## config.mk

```make
export PLATFORM = sky130hd
export DESIGN_NAME = hics_ctrl
export DESIGN_NICKNAME = d
export VERILOG_FILES = /design/src/sv/hics_pkg.sv /design/src/sv/hics_ctrl.sv
export SDC_FILE = /design/constraint.sdc
export NUM_CORES = 1
export LEC_CHECK = 0
export BUFFER_PORTS_ARGS = -buffer_cell sky130_fd_sc_hd__buf_4
export CAP_MARGIN = 20
export CELL_PAD_IN_SITES_DETAIL_PLACEMENT = 1
export CELL_PAD_IN_SITES_GLOBAL_PLACEMENT = 2
export CORE_ASPECT_RATIO = 0.75
export CORE_MARGIN = 5
export CORE_UTILIZATION = 27
export DETAILED_ROUTE_END_ITERATION = 6
export HOLD_SLACK_MARGIN = 0.15
export PLACE_DENSITY_LB_ADDON = 0.1
export SLEW_MARGIN = 20
export SYNTH_ARGS = -nofsm -noshare
export SYNTH_HDL_FRONTEND = slang
export SYNTH_SLANG_ARGS = --single-unit
```

## constraint.sdc

```tcl
create_clock -name clk -period 2.4 [get_ports clk]
set_clock_uncertainty 0.05 [all_clocks]
set_input_delay 0.24 -clock clk [delete_from_list [all_inputs] [get_ports clk]]
set_output_delay 0.24 -clock clk [all_outputs]
set_load 0.02 [all_outputs]
```

## src/sv/hics_pkg.sv

```systemverilog
// Shared types, widths and codes for the histogram inverse-CDF sampler.
// Depends on nothing; every other file of the block imports it.
package hics_pkg;

  localparam int MAX_BINS = 512;
  localparam int ADDR_W   = $clog2(MAX_BINS);

  // Field widths of the channels.
  localparam int OP_W      = 1;
  localparam int IDX_W     = 9;
  localparam int W_W       = 16;
  localparam int U_W       = 24;
  localparam int E_OUT_W   = 25;
  localparam int BIN_OUT_W = 9;

  // Configuration register widths.
  localparam int BW_W  = 8;
  localparam int BIU_W = 10;

  localparam int CFG_IDX_W  = 2;
  localparam int CFG_DATA_W = 10;

  // Datapath widths.
  localparam int FRAC_W = 8;                       // fraction bits of the energy
  localparam int TOT_W  = W_W + ADDR_W;            // running total of all weights
  localparam int TGT_W  = TOT_W + U_W;             // u * total
  localparam int D_W    = W_W + U_W;               // overshoot inside the hit bin
  localparam int NUM_W  = D_W + BW_W;              // overshoot * bin width
  localparam int DEN_W  = W_W + U_W - FRAC_W;      // bin weight * 2^16
  localparam int QUO_W  = BW_W + FRAC_W;           // subtracted fraction
  localparam int PROD_W = ADDR_W + BW_W;           // bin * bin width
  localparam int E_W    = PROD_W + FRAC_W;         // unsaturated energy

  localparam int ENERGY_MAX = (1 << E_OUT_W) - 1;

  localparam logic [CFG_IDX_W-1:0] REG_BIN_WIDTH   = CFG_IDX_W'(0);
  localparam logic [CFG_IDX_W-1:0] REG_BINS_IN_USE = CFG_IDX_W'(1);

  localparam logic [BW_W-1:0]  BW_RESET  = BW_W'(200);
  localparam logic [BIU_W-1:0] BIU_RESET = BIU_W'(53);

  localparam logic OP_WRITE = 1'b0;
  localparam logic OP_DRAW  = 1'b1;

  localparam logic STATUS_OK    = 1'b0;
  localparam logic STATUS_EMPTY = 1'b1;

  typedef enum logic [1:0] {
    RES_CALC,
    RES_ZERO,
    RES_EMPTY
  } res_kind_t;

  // Commands from the controller to the datapath.
  typedef struct packed {
    logic      accept;
    logic      clr_step;
    logic      wr_read;
    logic      wr_update;
    logic      draw_start;
    logic      walk;
    logic      sub;
    logic      mul;
    logic      div_start;
    logic      load_out;
    res_kind_t kind;
  } hics_cmd_t;

  // Status from the datapath to the controller.
  typedef struct packed {
    logic clr_last;
    logic op;
    logic total_zero;
    logic hit;
    logic miss;
    logic at_first;
    logic div_done;
    logic out_free;
  } hics_stat_t;

endpackage

```

## src/sv/hics_ctrl.sv

```systemverilog
// Controller state machine of the sampler: sequences clearing, writes and draws.
// Depends on hics_pkg for the command and status structs.
module hics_ctrl (
  input  logic                  clk,
  input  logic                  rst_n,
  input  logic                  in_valid,
  output logic                  in_ready,
  input  hics_pkg::hics_stat_t  stat,
  output hics_pkg::hics_cmd_t   cmd
);
  import hics_pkg::*;

  typedef enum logic [3:0] {
    S_CLEAR,
    S_IDLE,
    S_DECODE,
    S_WR_UPD,
    S_WALK,
    S_SUB,
    S_MUL,
    S_DIV_GO,
    S_DIV,
    S_FIN
  } state_t;

  state_t    state_r, state_nxt;
  res_kind_t kind_r, kind_nxt;

  always_comb begin
    state_nxt = state_r;
    kind_nxt  = kind_r;
    cmd       = '0;
    cmd.kind  = kind_r;
    in_ready  = 1'b0;

    unique case (state_r)
      S_CLEAR: begin
        cmd.clr_step = 1'b1;
        if (stat.clr_last) begin
          state_nxt = S_IDLE;
        end
      end
      S_IDLE: begin
        in_ready = 1'b1;
        if (in_valid) begin
          cmd.accept = 1'b1;
          state_nxt  = S_DECODE;
        end
      end
      S_DECODE: begin
        if (stat.op == OP_WRITE) begin
          cmd.wr_read = 1'b1;
          state_nxt   = S_WR_UPD;
        end else begin
          cmd.draw_start = 1'b1;
          if (stat.total_zero) begin
            kind_nxt  = RES_EMPTY;
            state_nxt = S_FIN;
          end else begin
            state_nxt = S_WALK;
          end
        end
      end
      S_WR_UPD: begin
        cmd.wr_update = 1'b1;
        state_nxt     = S_IDLE;
      end
      S_WALK: begin
        cmd.walk = 1'b1;
        if (stat.hit) begin
          if (stat.at_first) begin
            kind_nxt  = RES_ZERO;
            state_nxt = S_FIN;
          end else begin
            state_nxt = S_SUB;
          end
        end else if (stat.miss) begin
          kind_nxt  = RES_ZERO;
          state_nxt = S_FIN;
        end
      end
      S_SUB: begin
        cmd.sub   = 1'b1;
        state_nxt = S_MUL;
      end
      S_MUL: begin
        cmd.mul   = 1'b1;
        state_nxt = S_DIV_GO;
      end
      S_DIV_GO: begin
        cmd.div_start = 1'b1;
        state_nxt     = S_DIV;
      end
      S_DIV: begin
        if (stat.div_done) begin
          kind_nxt  = RES_CALC;
          state_nxt = S_FIN;
        end
      end
      S_FIN: begin
        if (stat.out_free) begin
          cmd.load_out = 1'b1;
          state_nxt    = S_IDLE;
        end
      end
      default: begin
        state_nxt = S_IDLE;
      end
    endcase
  end

  always_ff @(posedge clk) begin
    if (!rst_n) begin
      state_r <= S_CLEAR;
      kind_r  <= RES_EMPTY;
    end else begin
      state_r <= state_nxt;
      kind_r  <= kind_nxt;
    end
  end

endmodule

```

After elaboration in Yosys (flattened, before gate mapping)
Index checks and enable logic that the tools add are counted.
{"block": "totals", "regBits": 6}
{"block": "classes", "n_eq_ne": 17, "n_mux": 32, "n_reduce_logical": 4}
{"op": "two-way mux 4 bit", "count": 9}
{"op": "case mux 4 bit (9 select lines)", "count": 1}
{"op": "equality test 4 x 3 -> 1 bit, second input constant", "count": 4}
{"op": "two-way mux 1 bit", "count": 15}
{"op": "two-way mux 2 bit", "count": 6}
{"op": "inequality test 2 bit, second input constant", "count": 6}
{"op": "equality test 4 x 2 -> 1 bit, second input constant", "count": 2}
{"op": "equality test 4 bit, second input constant", "count": 2}
{"op": "inequality test 3 bit, second input constant", "count": 2}
{"op": "case mux 2 bit (3 select lines)", "count": 1}
{"op": "AND reduction 6 bit", "count": 1}
{"op": "AND reduction 5 bit", "count": 1}
{"op": "equality test 4 x 1 -> 1 bit, second input constant", "count": 1}
{"op": "logical NOT 4 bit", "count": 1}
{"op": "nonzero test 3 bit", "count": 1}

Longest topological paths before layout
{"block": "depth", "ltp_word": 3, "ltp_mapped": 5, "mapped_depth_nobuf": 4}

Worst setup path after synthesis
No wires, ideal clock.
{"block": "synth_timing", "path_kind": "flip-flop to output port", "start": "register state_r[2]", "end": "output port cmd[11] (netlist bit)", "setup_slack_ps": 647, "path_stages_with_launch": 6, "required_time_ps": 2110, "n_path_buf": 1, "arrival_ps": 1463, "path_cell_list": "dfxtp_1 > buf_4 > inv_2 > nand2_1 > nor3_1 > and2_1"}
{"element": "start, declared", "line": "hics_ctrl.sv:26", "source": "state_t state_r, state_nxt;"}
{"element": "start signal, assigned", "line": "hics_ctrl.sv:117", "source": "state_r <= state_nxt;"}
{"element": "end, declared", "line": "hics_ctrl.sv:9", "source": "output hics_pkg::hics_cmd_t cmd"}

==> impl_metrics.toml <==
[sta]
hold_viol_final = 0
relSlewSlack_pct = 47.27
finalCriticalPeriod_ns = 2.111
max_freq_ghz = 0.4737
finalSetupViolations = 0
grt_setup_unrepaired = "no"
finalSetupTns_ns = 0
worst_pin_slew_ns = 0.7899
fin_ws_ns = 0.2888
maxSlewViolCount = 0
finalCritPeriodShare_pct = 87.97

[setup_path]
critPathMaxStageDelay_ns = 0.83
cp.required_ns = 2.11
crit_fanout = 20
crit_start = "state_r[0]"
reg2reg_to = "state_r[0]"
crit_chain = "nand2_1, nor3_1, and2_1, buf_4"
cp-start-kind = "register"
worstPathArrival_ns = 1.82
path_class = "reg -> out"
reg2reg_slack_ns = 0.59
reg2reg_from = "state_r[0]"
crit_path_top_delay_cell = "dfxtp_1"
r2r_cells = 4
cp-end-kind = "output port"

[hold_path]
min_from = "rst_n"
hold_depth = 2
worst_hold_path_type = "in -> reg"
min_to = "kind_r[1]"

[floorplanning]
die_w_um = 64.97
dieArea_um2 = 3328
die_height_um = 51.23
core_um2 = 2085
io_pins = 24
initial_core_util_pct = 29.35
fp-row-count = 14

[global_routing]
antenna_found_initial = 0
grt_max_degree = 21
grt_pass1_vias = 669
grt_usage_pct = 12.29
grt_pass1_wl_mm = 3.111
globalRouteMet1Util_pct = 16.14
grtUsageMet3_pct = 5.044
overflow = 0
busiest_layer = "met2"
use_met2_pct = 18.68

[synthesis]
synth_largest_area_cell = "dfxtp_1"
yosysWarningCount = 0
ys_seq_area_share_pct = 19.63
ys_seq_elements = 6
synth.area.top_cells = "dfxtp_1 20%, nor2b_1 5.1%, mux2i_1 4.9%"
synth.distinct_cells = 37
synth_area_um2 = 611.8
syn_area_per_cell_um2 = 7.844
synth_common_cells = "6 x dfxtp_1, 6 x nor2_1"
ys.flop_type = "dfxtp_1"
syn_nets = 89
netlist.area_leader.share_pct = 19.63
async_flop_share_pct = 0
synth_edf_count = 0
syn-instance-count = 78

[clock_tree]
cts_sinks = 6
clk_path_buf_depth = 2
cts_root_buf = "clkbuf_4"
htree_levels = 1
cts_tree = "done"
clk_pin_slew_ns = 0.05
post_cts_buffers = 0
clkLatencyLatePin_ns = 0.25
numCtsBuffers = 3
hold_buffers = 0
cts_resized = 0

[route]
first_pass_iters = 4
drtIter0Drc = 14
ant_nets = 0
via_count = 649
avgRoutedWirePerCell_um = 15.66
drc = 0
via_per_inst = 5.234
drt_wl_total_mm = 1.942

[cells_and_area]
drive_gt1_share_pct = 37.00
syn2layout_area_growth_pct = 32.11
fin_nets = 113
diodes = 0

[placed_design]
port_buffers = 23
gp_congestion = 0.6906
dp_hpwl_mm = 1.497
dp_slack_ns = 0.5780

[run_status]
outcome = "finished, final reports clean"

[pwr]
p_leak_nw = 0.3235
finalPower_uw = 374.2
powerDensity_nw_per_um2 = 462.9
ir_worst_vdd_mv = 0.2071

[run]
drv_cap = 0
[placed cells by master (no fill, tap or decap), types with 2 or more instances in the layout]
master / Yosys / routed
buf_4: 2 / 24
nor2b_1: 5 / 5
o21ai_1: 2 / 2
nor3_1: 5 / 5
clkbuf_4: 0 / 3
nor2_1: 6 / 6
nor4_1: 2 / 2
nand2b_1: 4 / 4
and2_1: 2 / 2
nand2_1: 5 / 5
o21ai_0: 2 / 2
dfxtp_1: 6 / 6
a21oi_1: 5 / 5
mux2i_1: 3 / 3
nor3_2: 3 / 3
inv_1: 3 / 3
[layout make-up]
class                      count  area, µm²
timing repair buffer          24      180.2
fill                         281       1276
inverter                       4      15.01
tap                           24      30.03
clock buffer                   3      22.52
multi-input combinational     63      440.4
sequential                     6      120.1
[registers in the layout (all words and copies together) (netlist names)]
name     cells
state_r      4
kind_r       2
[kinds of logic (layout without fill, tap and decap cells)]
family	after synthesis	in the layout	synth area share [%]
AO/OA/AOI/OAI	19	19	21.68
buffers and inverters	9	31	8.383
AND/OR/NAND/NOR	40	40	43.56
flip-flops	6	6	19.63
multiplexers	4	4	6.749
[worst max-delay path by stage]
stage / to / slack, ns / cells past startpoint
after floorplan: cmd[11] / 0.65 / 5
after global placement: state_r[0] / 0.62 / 4
after detailed placement: cmd[11] / 0.58 / 4
after CTS: cmd[11] / 0.30 / 4
after global routing: cmd[11] / 0.12 / 4
final: cmd[11] / 0.29 / 4
[critical path, delay by kind of cell, from the launching register on]
kind	cells	cell delay (ns)
buf+inv	1	0.13
flops	1	0.83
simple gates	3	0.60
[per-stage QoR]
stage | cell area, µm² | std cells | utilization [%] | hold slack, ns
final | 808.3 | 124 | 38.78 | 0.1831
after CTS | 808.3 | 124 | 38.78 | 0.1721
after global placement | 785.8 | 121 | 37.70 | 0.4377
after detailed placement | 785.8 | 121 | 37.70 | 0.4337
after floorplan | 611.8 | 78 | - | 0.2700
after global routing | 808.3 | 124 | 38.78 | 0.1827
[report_power, final]
part	internal (mW)	switching, mW	total (mW)
Sequential	0.106	0.0324	0.139
Clock	0.0567	0.0384	0.0951
Combinational	0.0678	0.0728	0.141
[per-layer routing]
metal,share of wire (%),vias to the layer above
li1,-,330
met1,50,301
met2,45,15
met3,4.6,3
met4,0.46,0
met5,0,-
Power figures use the tool's default switching activity.
